`config.mk`:
```
export PLATFORM = sky130hd
export DESIGN_NAME = window_average_plot_mapper
export DESIGN_NICKNAME = d
export VERILOG_FILES = /design/src/hdl/wapm_pkg.sv /design/src/hdl/wapm_ram.sv /design/src/hdl/wapm_div.sv /design/src/hdl/window_average_plot_mapper.sv
export SDC_FILE = /design/constraint.sdc
export NUM_CORES = 2
export LEC_CHECK = 0
export BUFFER_PORTS_ARGS = -buffer_cell sky130_fd_sc_hd__buf_2
export CAP_MARGIN = 25
export CELL_PAD_IN_SITES_DETAIL_PLACEMENT = 1
export CELL_PAD_IN_SITES_GLOBAL_PLACEMENT = 1
export CORE_MARGIN = 10
export CORE_UTILIZATION = 57
export DETAILED_ROUTE_END_ITERATION = 6
export HOLD_SLACK_MARGIN = 0.05
export PLACE_DENSITY_LB_ADDON = 0.2
export SLEW_MARGIN = 20
export SYNTH_ARGS = -nofsm -noshare
export SYNTH_HDL_FRONTEND = slang
export SYNTH_SLANG_ARGS = --single-unit
```
`constraint.sdc`:
```
create_clock -name clk -period 16.22 [get_ports clk]
set_clock_uncertainty 0.15 [all_clocks]
set_input_delay 1.622 -clock clk [delete_from_list [all_inputs] [get_ports clk]]
set_output_delay 1.622 -clock clk [all_outputs]
set_load 0.05 [all_outputs]
```
`src/hdl/wapm_pkg.sv`:
```
// ----------------------------------------------------------------------------
// Window average plot mapper package
// Widths, screen constants, register indexes and controller states.
// ----------------------------------------------------------------------------
`timescale 1ns / 1ps
`default_nettype none

package wapm_pkg;

  localparam int MAX_WINDOW    = 64;
  localparam int RING_AW       = $clog2(MAX_WINDOW);
  localparam int SAMPLE_W      = 16;
  localparam int WIN_W         = 7;
  localparam int PTS_W         = 21;
  localparam int SUM_W         = SAMPLE_W + RING_AW;
  localparam int SCREEN_WIDTH  = 480;
  localparam int SCREEN_HEIGHT = 272;
  localparam int X_W           = 9;
  localparam int Y_W           = 9;
  localparam int SW_W          = 9;
  localparam int Y_PROD_W      = SAMPLE_W + Y_W;
  localparam int DIV_NUM_W     = 30;
  localparam int DIV_DEN_W     = 21;
  localparam int DIV_CNT_W     = $clog2(DIV_NUM_W + 1);
  localparam int CFG_IDX_W     = 2;
  localparam int CFG_DATA_W    = 21;

  localparam logic [CFG_IDX_W-1:0] REG_WINDOW_SIZE = 2'd0;
  localparam logic [CFG_IDX_W-1:0] REG_NUM_POINTS  = 2'd1;

  typedef enum logic [1:0] {
    ST_IDLE,
    ST_UPDATE,
    ST_DIVIDE,
    ST_EMIT
  } state_t;

endpackage

`default_nettype wire

```
`src/hdl/wapm_ram.sv`:
```
// ----------------------------------------------------------------------------
// Generic simple dual-port RAM
// One write port, one read port, read data registered.
// ----------------------------------------------------------------------------
`timescale 1ns / 1ps
`default_nettype none

module wapm_ram #(
  parameter int WIDTH = 16,
  parameter int DEPTH = 64
) (
  input  wire logic                     clk,
  input  wire logic                     we,
  input  wire logic [$clog2(DEPTH)-1:0] waddr,
  input  wire logic [WIDTH-1:0]         wdata,
  input  wire logic [$clog2(DEPTH)-1:0] raddr,
  output logic      [WIDTH-1:0]         rdata
);

  logic [WIDTH-1:0] mem [DEPTH];

  always_ff @(posedge clk) begin
    if (we) begin
      mem[waddr] <= wdata;
    end
    rdata <= mem[raddr];
  end

endmodule

`default_nettype wire

```
`src/hdl/wapm_div.sv`:
```
// ----------------------------------------------------------------------------
// Restoring divider
// Unsigned divide, one quotient bit per cycle; quotient holds after busy drops.
// ----------------------------------------------------------------------------
`timescale 1ns / 1ps
`default_nettype none

module wapm_div (
  input  wire logic                           clk,
  input  wire logic                           rst,
  input  wire logic                           start,
  input  wire logic [wapm_pkg::DIV_NUM_W-1:0] num,
  input  wire logic [wapm_pkg::DIV_DEN_W-1:0] den,
  output logic                                busy,
  output logic      [wapm_pkg::DIV_NUM_W-1:0] quo
);

  logic [wapm_pkg::DIV_DEN_W-1:0] rem;
  logic [wapm_pkg::DIV_DEN_W-1:0] den_q;
  logic [wapm_pkg::DIV_CNT_W-1:0] count;
  logic [wapm_pkg::DIV_DEN_W:0]   trial;
  logic [wapm_pkg::DIV_DEN_W:0]   diff;
  logic                           fits;

  always_comb begin
    trial = {rem, quo[wapm_pkg::DIV_NUM_W-1]};
    diff  = trial - {1'b0, den_q};
    fits  = (trial >= {1'b0, den_q});
  end

  always_ff @(posedge clk) begin
    if (rst) begin
      busy  <= 1'b0;
      count <= '0;
    end else if (start) begin
      busy  <= 1'b1;
      count <= wapm_pkg::DIV_CNT_W'(wapm_pkg::DIV_NUM_W);
    end else if (busy) begin
      count <= count - 1'b1;
      busy  <= (count != wapm_pkg::DIV_CNT_W'(1));
    end
  end

  always_ff @(posedge clk) begin
    if (start) begin
      quo   <= num;
      rem   <= '0;
      den_q <= den;
    end else if (busy) begin
      quo <= {quo[wapm_pkg::DIV_NUM_W-2:0], fits};
      rem <= fits ? diff[wapm_pkg::DIV_DEN_W-1:0] : trial[wapm_pkg::DIV_DEN_W-1:0];
    end
  end

endmodule

`default_nettype wire

```
`src/hdl/window_average_plot_mapper.sv`:
```
// ----------------------------------------------------------------------------
// Window average plot mapper
// Boxcar moving average over a sample ring, mapped to plot pixel coordinates.
// ----------------------------------------------------------------------------
// A sample that yields a plot point runs through the states UPDATE, DIVIDE and
// EMIT after acceptance. UPDATE updates the running sum from the oldest ring
// entry (read at the acceptance edge) and writes the ring, DIVIDE runs the two
// 30-bit restoring dividers (window average and x coordinate) side by side
// until both finish, and EMIT computes y and loads the output register once
// the output is free. The input is stalled meanwhile, so a new sample is not
// taken before the last point is loaded; a stalled output holds the block in
// its last step. A sample that only fills the window passes through UPDATE
// alone, and a sample after the run has finished is taken and dropped. The
// ring memory needs no clearing pass after reset. A write to the window size
// or point count register restarts the run with an empty window.
`timescale 1ns / 1ps
`default_nettype none

module window_average_plot_mapper (
  input  wire logic                            clk,
  input  wire logic                            rst,
  input  wire logic                            cfg_we,
  input  wire logic [wapm_pkg::CFG_IDX_W-1:0]  cfg_index,
  input  wire logic [wapm_pkg::CFG_DATA_W-1:0] cfg_data,
  input  wire logic                            in_valid,
  output logic                                 in_stall,
  input  wire logic [wapm_pkg::SAMPLE_W-1:0]   sample,
  output logic                                 out_valid,
  input  wire logic                            out_stall,
  output logic      [wapm_pkg::SAMPLE_W-1:0]   average,
  output logic      [wapm_pkg::X_W-1:0]        x_coord,
  output logic      [wapm_pkg::Y_W-1:0]        y_coord,
  output logic                                 last_point
);

  wapm_pkg::state_t state;
  wapm_pkg::state_t state_next;

  logic [wapm_pkg::WIN_W-1:0]    window_size;
  logic [wapm_pkg::PTS_W-1:0]    num_points;
  logic [wapm_pkg::RING_AW-1:0]  ring_pointer;
  logic [wapm_pkg::SUM_W-1:0]    window_sum;
  logic [wapm_pkg::WIN_W-1:0]    fill_count;
  logic [wapm_pkg::PTS_W-1:0]    point_index;

  logic [wapm_pkg::RING_AW-1:0]  ring_pointer_next;
  logic [wapm_pkg::SUM_W-1:0]    window_sum_next;
  logic [wapm_pkg::WIN_W-1:0]    fill_count_next;

  logic [wapm_pkg::WIN_W-1:0]    win_eff;
  logic [wapm_pkg::PTS_W-1:0]    pts_eff;
  logic [wapm_pkg::RING_AW-1:0]  ptr_eff;
  logic [wapm_pkg::WIN_W-1:0]    ptr_inc;
  logic [wapm_pkg::SAMPLE_W-1:0] sample_q;
  logic [wapm_pkg::RING_AW-1:0]  ptr_q;
  logic                          last_q;
  logic [wapm_pkg::SAMPLE_W-1:0] ring_rdata;

  logic                          cfg_hit;
  logic                          in_take;
  logic                          run_done;
  logic                          window_full;
  logic                          emit;
  logic                          ring_we;
  logic                          div_start;
  logic                          out_load;

  logic                           avg_busy;
  logic                           x_busy;
  logic [wapm_pkg::DIV_NUM_W-1:0] avg_quo;
  logic [wapm_pkg::DIV_NUM_W-1:0] x_quo;
  logic [wapm_pkg::DIV_NUM_W-1:0] x_num;
  logic [wapm_pkg::Y_PROD_W-1:0]  y_prod;

  // effective configuration
  always_comb begin
    if (window_size == '0) begin
      win_eff = wapm_pkg::WIN_W'(1);
    end else if (window_size > wapm_pkg::WIN_W'(wapm_pkg::MAX_WINDOW)) begin
      win_eff = wapm_pkg::WIN_W'(wapm_pkg::MAX_WINDOW);
    end else begin
      win_eff = window_size;
    end
    pts_eff = (num_points == '0) ? wapm_pkg::PTS_W'(1) : num_points;
  end

  always_comb begin
    cfg_hit  = cfg_we && ((cfg_index == wapm_pkg::REG_WINDOW_SIZE) ||
                          (cfg_index == wapm_pkg::REG_NUM_POINTS));
    in_take  = in_valid && !in_stall;
    run_done = (point_index >= pts_eff);
    ptr_eff  = ({1'b0, ring_pointer} >= win_eff) ? '0 : ring_pointer;
  end

  // window update from the latched request and the oldest ring entry, plus x and y products
  always_comb begin
    window_full = (fill_count >= win_eff);
    if (window_full) begin
      window_sum_next = window_sum - wapm_pkg::SUM_W'(ring_rdata)
                      + wapm_pkg::SUM_W'(sample_q);
      fill_count_next = fill_count;
    end else begin
      window_sum_next = window_sum + wapm_pkg::SUM_W'(sample_q);
      fill_count_next = fill_count + 1'b1;
    end
    ptr_inc           = {1'b0, ptr_q} + 1'b1;
    ring_pointer_next = (ptr_inc >= win_eff) ? '0 : ptr_inc[wapm_pkg::RING_AW-1:0];
    emit              = (fill_count_next >= win_eff);
    x_num             = wapm_pkg::DIV_NUM_W'(point_index) *
                        wapm_pkg::SW_W'(wapm_pkg::SCREEN_WIDTH);
    y_prod            = avg_quo[wapm_pkg::SAMPLE_W-1:0] *
                        wapm_pkg::Y_W'(wapm_pkg::SCREEN_HEIGHT);
  end

  // next state
  always_comb begin
    state_next = state;
    case (state)
      wapm_pkg::ST_IDLE: begin
        if (in_take && !run_done) begin
          state_next = wapm_pkg::ST_UPDATE;
        end
      end
      wapm_pkg::ST_UPDATE: begin
        state_next = emit ? wapm_pkg::ST_DIVIDE : wapm_pkg::ST_IDLE;
      end
      wapm_pkg::ST_DIVIDE: begin
        if (!avg_busy && !x_busy) begin
          state_next = wapm_pkg::ST_EMIT;
        end
      end
      wapm_pkg::ST_EMIT: begin
        if (!out_valid || !out_stall) begin
          state_next = wapm_pkg::ST_IDLE;
        end
      end
      default: begin
        state_next = wapm_pkg::ST_IDLE;
      end
    endcase
  end

  // controller outputs
  always_comb begin
    in_stall  = 1'b1;
    ring_we   = 1'b0;
    div_start = 1'b0;
    out_load  = 1'b0;
    case (state)
      wapm_pkg::ST_IDLE: begin
        in_stall = 1'b0;
      end
      wapm_pkg::ST_UPDATE: begin
        ring_we   = 1'b1;
        div_start = emit;
      end
      wapm_pkg::ST_DIVIDE: begin
        in_stall = 1'b1;
      end
      wapm_pkg::ST_EMIT: begin
        out_load = !out_valid || !out_stall;
      end
      default: begin
        in_stall = 1'b1;
      end
    endcase
  end

  always_ff @(posedge clk) begin
    if (rst) begin
      state <= wapm_pkg::ST_IDLE;
    end else begin
      state <= state_next;
    end
  end

  always_ff @(posedge clk) begin
    if (rst) begin
      window_size <= wapm_pkg::WIN_W'(1);
      num_points  <= wapm_pkg::PTS_W'(1);
    end else if (cfg_we) begin
      if (cfg_index == wapm_pkg::REG_WINDOW_SIZE) begin
        window_size <= cfg_data[wapm_pkg::WIN_W-1:0];
      end
      if (cfg_index == wapm_pkg::REG_NUM_POINTS) begin
        num_points <= cfg_data[wapm_pkg::PTS_W-1:0];
      end
    end
  end

  always_ff @(posedge clk) begin
    if (rst || cfg_hit) begin
      ring_pointer <= '0;
      window_sum   <= '0;
      fill_count   <= '0;
      point_index  <= '0;
    end else if (state == wapm_pkg::ST_UPDATE) begin
      ring_pointer <= ring_pointer_next;
      window_sum   <= window_sum_next;
      fill_count   <= fill_count_next;
      if (emit) begin
        point_index <= point_index + 1'b1;
      end
    end
  end

  // request payload and point flag
  always_ff @(posedge clk) begin
    if (in_take) begin
      sample_q <= sample;
      ptr_q    <= ptr_eff;
    end
    if (state == wapm_pkg::ST_UPDATE) begin
      last_q <= ((point_index + 1'b1) == pts_eff);
    end
  end

  always_ff @(posedge clk) begin
    if (rst) begin
      out_valid <= 1'b0;
    end else if (out_load) begin
      out_valid <= 1'b1;
    end else if (!out_stall) begin
      out_valid <= 1'b0;
    end
  end

  always_ff @(posedge clk) begin
    if (out_load) begin
      average    <= avg_quo[wapm_pkg::SAMPLE_W-1:0];
      x_coord    <= x_quo[wapm_pkg::X_W-1:0];
      y_coord    <= y_prod[wapm_pkg::Y_PROD_W-1 -: wapm_pkg::Y_W];
      last_point <= last_q;
    end
  end

  wapm_ram #(
    .WIDTH (wapm_pkg::SAMPLE_W),
    .DEPTH (wapm_pkg::MAX_WINDOW)
  ) u_ring (
    .clk   (clk),
    .we    (ring_we),
    .waddr (ptr_q),
    .wdata (sample_q),
    .raddr (ptr_eff),
    .rdata (ring_rdata)
  );

  wapm_div u_avg_div (
    .clk   (clk),
    .rst   (rst),
    .start (div_start),
    .num   (wapm_pkg::DIV_NUM_W'(window_sum_next)),
    .den   (wapm_pkg::DIV_DEN_W'(win_eff)),
    .busy  (avg_busy),
    .quo   (avg_quo)
  );

  wapm_div u_x_div (
    .clk   (clk),
    .rst   (rst),
    .start (div_start),
    .num   (x_num),
    .den   (pts_eff),
    .busy  (x_busy),
    .quo   (x_quo)
  );

endmodule

`default_nettype wire

```
; ---- Word-level counts from Yosys, hierarchy flattened
; Memories as Yosys holds them, arrays and structs flattened. A register that Yosys moved wholly into a read port is not among the register bits.
; Index checks and enable logic that the tools add are counted.
[totals]
register_bits = 287
mem_bits_rw = 1024
inputBits = 44
output_inout_bits = 37
wordCells = 118
mem_count = 1
[op_classes]
addsub = 10
mul = 2
n_lt_le_gt_ge = 8
eq_ne = 11
muxes = 34
n_reduce_logical = 23
[memory_table]
columns = memory, depth, word_bits, read_ports, rd_ports_with_merged_regs, write_ports, line
row1 = u_ring.mem, 64, 16, 1, 1, 1, wapm_ram.sv:20  ; logic [WIDTH-1:0] mem [DEPTH];
[ops]
columns = cell, count
row1 = 22-bit 2-to-1 mux, 3
row2 = 21-bit 2-to-1 mux, 3
row3 = 30-bit 2-to-1 mux, 2
row4 = 22-bit by 16-bit adder with 22-bit output, 2
row5 = 21-bit by 4-bit multiplier with 25-bit output (second input constant), 1
row6 = 22-bit by 21-bit greater-or-equal comparator with 1-bit output, 1
row7 = 22-bit by 7-bit greater-or-equal comparator with 1-bit output, 1
row8 = 22-bit by 16-bit subtractor with 22-bit output, 1
row9 = 21-bit by 1-bit adder with 21-bit output (second input constant), 1
row10 = 21-bit == test, 1
row11 = 21-bit greater-or-equal comparator, 1
row12 = 7-bit greater-or-equal comparator, 3
row13 = 21-bit zero test, 1
row14 = 16-bit by 5-bit multiplier with 21-bit output (second input constant), 1
row15 = 7-bit 2-to-1 mux, 3
row16 = 21-bit subtractor, 1
row17 = 21-bit by 7-bit subtractor with 21-bit output, 1
row18 = 5-bit 2-to-1 mux, 4
row19 = 1-bit 2-to-1 mux, 12
row20 = 6-bit 2-to-1 mux, 2
row21 = 5-bit by 1-bit inequality test with 1-bit output (second input constant), 2
row22 = 5-bit by 1-bit subtractor with 5-bit output (second input constant), 2
row23 = 2-bit 2-to-1 mux, 4
row24 = 2-bit case mux with 4 select lines, 1
row25 = 17 further kinds, 34

; ---- Logic depth before layout (Yosys ltp)
[logic_depth]
depth_word = 8
mapped_depth = 24
ltp_nobuf = 21

; ---- Cells and area by module
; A second synthesis with hierarchy kept.
[unflattened]
cells_unflattened = 3977
area_unflattened_um2 = 60860.9
[modules_own_cells]
columns = module, instances, cells_each, area_per_inst_um2, seq_area_each_um2
row1 = wapm_ram, 1, 1829, 40042.2, 31069.8
row2 = window_average_plot_mapper, 1, 1346, 12100.4, 3483.3
row3 = wapm_div (u_x_div), 1, 420, 4506.8, 2072.0
row4 = wapm_div (u_avg_div), 1, 382, 4211.5, 2072.0

; ---- Least setup slack after synthesis
; No wires, ideal clock.
[synth_timing]
path_type = register to register
from = reg window_size[1] in the netlist's numbering
to = reg u_x_div.quo[10] in the netlist's numbering, enable pin
setup_ns = 0.435
arrival_ns = 4.878
t_required_ns = 15.635
setup_slack_ns = 10.756
path_stages_with_launch = 24
path_buffers = 4
period_less_slack_ns = 5.464
path_cell_list = dfxtp_1 > nor3_1 > a21oi_1 > nor2_1 > ha_1 > nand2b_1 > a21o_1 > a21o_1 > a211oi_1 > o31a_1 > buf_2 > buf_1 > xnor2_1 > ha_1 > nand2b_1 > a21o_1 > a21o_1 > a21o_1 > a21o_1 > a211o_1 > nand2_1 > buf_2 > buf_2 > nand2b_1
[synth_between]
elab_chain_cells = 8
word_cells_on_any_way = 9
classes_between = order compare: 3 / mux: 4 / reduce/logical: 2
[synth_rtl]
columns = item, line
row1 = "start, declared", window_average_plot_mapper.sv:39  ; logic [wapm_pkg::WIN_W-1:0] window_size;
row2 = "start signal, assigned", window_average_plot_mapper.sv:179  ; window_size <= wapm_pkg::WIN_W'(1);
row3 = "start signal, assigned", window_average_plot_mapper.sv:183  ; window_size <= cfg_data[wapm_pkg::WIN_W-1:0];
row4 = 7-bit > comparator, window_average_plot_mapper.sv:79  ; end else if (window_size > wapm_pkg::WIN_W'(wapm_pkg::MAX_WINDOW)) begin
row5 = 7-bit 2-to-1 mux, window_average_plot_mapper.sv:79
row6 = 7-bit 2-to-1 mux *, window_average_plot_mapper.sv:77  ; if (window_size == '0) begin
row7 = via u_avg_div.den (one bit), wapm_div.sv:13  ; input wire logic [wapm_pkg::DIV_DEN_W-1:0] den,
row8 = 7-bit greater-or-equal comparator, window_average_plot_mapper.sv:97  ; window_full = (fill_count >= win_eff);
row9 = 7-bit 2-to-1 mux, window_average_plot_mapper.sv:98  ; if (window_full) begin
row10 = 7-bit greater-or-equal comparator *, window_average_plot_mapper.sv:108  ; emit = (fill_count_next >= win_eff);
row11 = 1-bit 2-to-1 mux *, window_average_plot_mapper.sv:149  ; case (state)
row12 = 2-bit nonzero test (no source line) *, --
row13 = "end signal, assigned", wapm_div.sv:46  ; quo <= num;
row14 = "end signal, assigned", wapm_div.sv:50  ; quo <= {quo[wapm_pkg::DIV_NUM_W-2:0], fits};
row15 = "end, declared", wapm_div.sv:15  ; output logic [wapm_pkg::DIV_NUM_W-1:0] quo
; The timed path passes the listed nets; every way through them passes the cells marked *.
; A chain may end at the register's enable or synchronous reset.

; ---- Worst setup path in the final report
[layout_timing]
from = reg window_size[1] in the netlist's numbering
to = reg u_x_div.rem[0] in the netlist's numbering
[layout_between]
elab_chain_cells = 7
word_cells_on_any_way = 8
classes_between = order compare: 3 / mux: 4 / reduce/logical: 1
[layout_rtl]
columns = item, line
row1 = 7-bit > comparator, window_average_plot_mapper.sv:79
row2 = 7-bit 2-to-1 mux, window_average_plot_mapper.sv:79
row3 = 7-bit 2-to-1 mux *, window_average_plot_mapper.sv:77
row4 = via u_avg_div.den (one bit), wapm_div.sv:13
row5 = 7-bit greater-or-equal comparator, window_average_plot_mapper.sv:97
row6 = 7-bit 2-to-1 mux, window_average_plot_mapper.sv:98
row7 = 7-bit greater-or-equal comparator *, window_average_plot_mapper.sv:108
row8 = 1-bit 2-to-1 mux *, window_average_plot_mapper.sv:149
row9 = "end signal, assigned", wapm_div.sv:51  ; rem <= fits ? diff[wapm_pkg::DIV_DEN_W-1:0] : trial[wapm_pkg::DIV_DEN_W-1:0];
row10 = "end, declared", wapm_div.sv:18  ; logic [wapm_pkg::DIV_DEN_W-1:0] rem;
; Marks and branches as above.

==> reports/metrics.yaml <==
h-tree-depth: 4
r2r_cells: 24
seqPwrFrac: 0.440
synth-edff-count: 1157
grt_pass1_wl_mm: 279
r2r_setup_slack_ns: 9.14
worst_ep_arrival_time_ns: 7.61
ys_types: 86
avgRoutedWirePerCell_um: 30.3
p_int_mw: 6.52
fin_hold_ws_ns: 0.305
power_mw: 9.56
grt_max_degree: 85
max_freq_ghz: 0.141
grt.overflow.total: 0
cts.path.max_buffers: 3
mostFrequentLayoutCells: "1157 x edfxtp_1, 427 x nand2_1, 327 x nor2_1"
postRouteAntennaNets: 0
final.setup.tns_ns: 0
peakVddDrop_mv: 0.240
clock_sinks: 1327
cts_resized: 0
setup_viol: 0
slew_headroom: 0.238
power-per-cell-area_nw_per_um2: 145
io_buffer_count: 80
syn_inst: 4627
synth_flop_cell: "edfxtp_1"
drive_gt1_frac: 0.117
detail_route.iter0.violations: 4331
route.detailed.drc: 0
synth_seq_cells: 1327
power.share.clock: 0.332
drv_slew: 0
die-area_sq_um: 118000
cp-end-kind: "flip-flop"
fin_ws_ns: 9.14
drv_cap: 0
cts_inserted_buffers: 138
critPathKind: "reg -> reg"
outcome: "finished clean"
required_ns: 16.75
switching_share: 0.318
die_w_um: 343
drt-total-wl_mm: 188
cts_hold_buf: 0
cts_root_buf: "clkbuf_16"
min_path_type: "reg -> reg"
period_minus_slack_ns: 7.08
clkTransAtPathRegs_ns: 0.06
yosysSeqAreaShare: 0.641
r2r_start: "window_size[1]"
grt_pass1_vias: 43400
fin_crit_sh: 0.436
fp-row-count: 118
antenna_found_initial: 1
dp_slack_ns: 9.03
p_comb_frac: 0.228
die_h_um: 343
hold_start: "u_x_div.quo[7]"
final_common_cell: "edfxtp_1"
synth_nets: 4921
cts_setup_buffers: 0
gp_congestion: 0.865
rsz0062_at_grt: "no"
via_per_inst: 6.68
detail_route.first_pass.iterations: 5
finalHoldViolations: 0
fin_nets: 5000
r2r-end: "u_x_div.rem[0]"
via_count: 41400
ys_warn_count: 0
p_leak_nw: 23.1
num_io_pins: 81
power.switching_mw: 3.04
whs_path_depth: 0
synth-async-reset-ratio: 0
syn_area_per_cell_sq_um: 12.9
hpwl_mm: 113
cts_tree: "built"
design.core.area_sq_um: 103000
worstHoldEndpoint: "x_coord[7]"
synthesis.area_sq_um: 59500
track_usage: 0.313
clock_latency_ns: 0.79
start_util: 0.575
dpl_cell_area_sq_um: 61600
fin_area_sq_um: 66200
area_delta_synth_final_pct: 11.2
cp_max_fo: 84
worst_slew_pin_slew_ns: 1.14
cp-start-kind: "flip-flop"
==> how the worst max path moves through the flow <==
stage	depth (start not counted)	to	from	slack [ns]
final	24	u_x_div.rem[0]	window_size[1]	9.14
after global routing	24	u_x_div.rem[0]	window_size[1]	8.72
after CTS	21	u_avg_div.quo[11]	window_size[1]	8.99
after detailed placement	21	u_avg_div.quo[11]	window_size[1]	9.03
after global placement	21	u_x_div.quo[29]	window_size[1]	9.15
after floorplan	23	u_x_div.quo[10]	window_size[1]	10.76
==> sequential cells by signal (all words and copies together) (netlist names), 7 cells and up, named ones only <==
signal,flops
u_x_div.rem,21
point_index,21
u_x_div.den_q,21
u_avg_div.rem,21
window_sum,22
num_points,21
fill_count,7
window_size,7
u_ring.rdata,16
u_ring.mem,1024
y_coord,9
u_avg_div.quo,30
u_avg_div.den_q,7
u_x_div.quo,30
sample_q,16
x_coord,9
average,16
==> power by group through the flow <==
stage / combinational (mW) / sequential, mW / clock, mW
after floorplan: 1.42 / 4.25 / 0
after global placement: 2.03 / 4.26 / 0
after detailed placement: 2.13 / 4.27 / 0
after CTS: 2.16 / 4.20 / 3.19
after global routing: 2.38 / 4.22 / 3.33
final: 2.18 / 4.21 / 3.17
==> metrics by stage <==
step / cells / utilization
after floorplan: 4627 / -
after global placement: 5941 / 0.595
after detailed placement: 5944 / 0.596
after CTS: 6196 / 0.639
after global routing: 6198 / 0.639
final: 6199 / 0.639
==> Yosys cell counts (all sizes together), types with 7 or more instances <==
master	n	area share
or3	20	0.0021
nand3b	7	0.00088
nor3	94	0.0080
nand4	68	0.0072
mux4	16	0.0061
a31oi	64	0.0067
xor2	45	0.0066
nand3	140	0.012
a211o	28	0.0041
and2	62	0.0065
nor2b	21	0.0022
a21oi	156	0.013
nor3b	7	0.00097
inv	170	0.011
o22ai	147	0.015
o21ai	202	0.017
nand2	430	0.027
o21a	19	0.0024
xnor2	102	0.015
or2	7	0.00074
a211oi	55	0.0069
edfxtp	1157	0.58
a311o	16	0.0027
nor4	14	0.0015
mux2	97	0.018
o31ai	12	0.0015
a21o	55	0.0069
a311oi	12	0.0018
o2111ai	22	0.0032
and3	18	0.0019
fa	58	0.020
a21boi	7	0.00088
mux2i	41	0.0069
nor2	333	0.021
o221ai	82	0.012
o31a	7	0.0010
o211ai	97	0.012
dfxtp	170	0.057
nand2b	26	0.0027
buf	62	0.0049
ha	192	0.040
clkbuf	203	0.013
a22o	19	0.0028
==> cells by family (layout without fill, tap and decap cells) <==
family | after synthesis | after routing | synth area share
DFF | 1327 | 1327 | 0.641
and+or+nand+nor | 1264 | 1264 | 0.0974
AOI/OAI and AO/OA | 1047 | 1047 | 0.120
buffers and inverters | 438 | 629 | 0.0287
adders and majority gates | 250 | 250 | 0.0599
muxes | 154 | 154 | 0.0313
xor gates and xnor gates | 147 | 147 | 0.0216
other | 0 | 1 | 0
==> worst max-delay path, stage by stage, from the launching register on <==
cell and delay (ns):
dfxtp_1 0.32, nor3_1 0.19, a21oi_1 0.11, nor2_1 0.30
ha_1 0.30, nand2b_1 0.14, a21o_1 0.18, a21o_1 0.17
a211oi_1 0.45, o31a_1 0.22, buf_4 0.37, xnor2_1 0.17
ha_1 0.24, nand2b_1 0.15, a21o_1 0.19, a21o_1 0.19
a21o_1 0.18, a21o_1 0.20, a211o_1 0.47, nand2_4 0.45
buf_4 0.72, inv_2 0.04, buf_4 0.39, or3_1 0.44
o211ai_1 0.10
==> final cells by class <==
cell class                      instances  area [sq um]
Clock inverter                         66           666
Sequential cell                      1327         38200
Clock buffer                          186          3790
Inverter                              173           652
Antenna cell                            1          2.50
Multi-Input combinational cell       2862         19800
Fill cell                            9884         37300
Tap cell                             1380          1730
Timing Repair Buffer                  204          1370
==> per-layer routing <==
metal  routed length (um)  part of all wire  track usage
met4                12000             0.064        0.175
met1                69500              0.37        0.383
met2                90600              0.48        0.523
met5                    0                 0            0
met3                15400             0.082       0.0588
No activity file was read; power rests on OpenSTA's default activity.
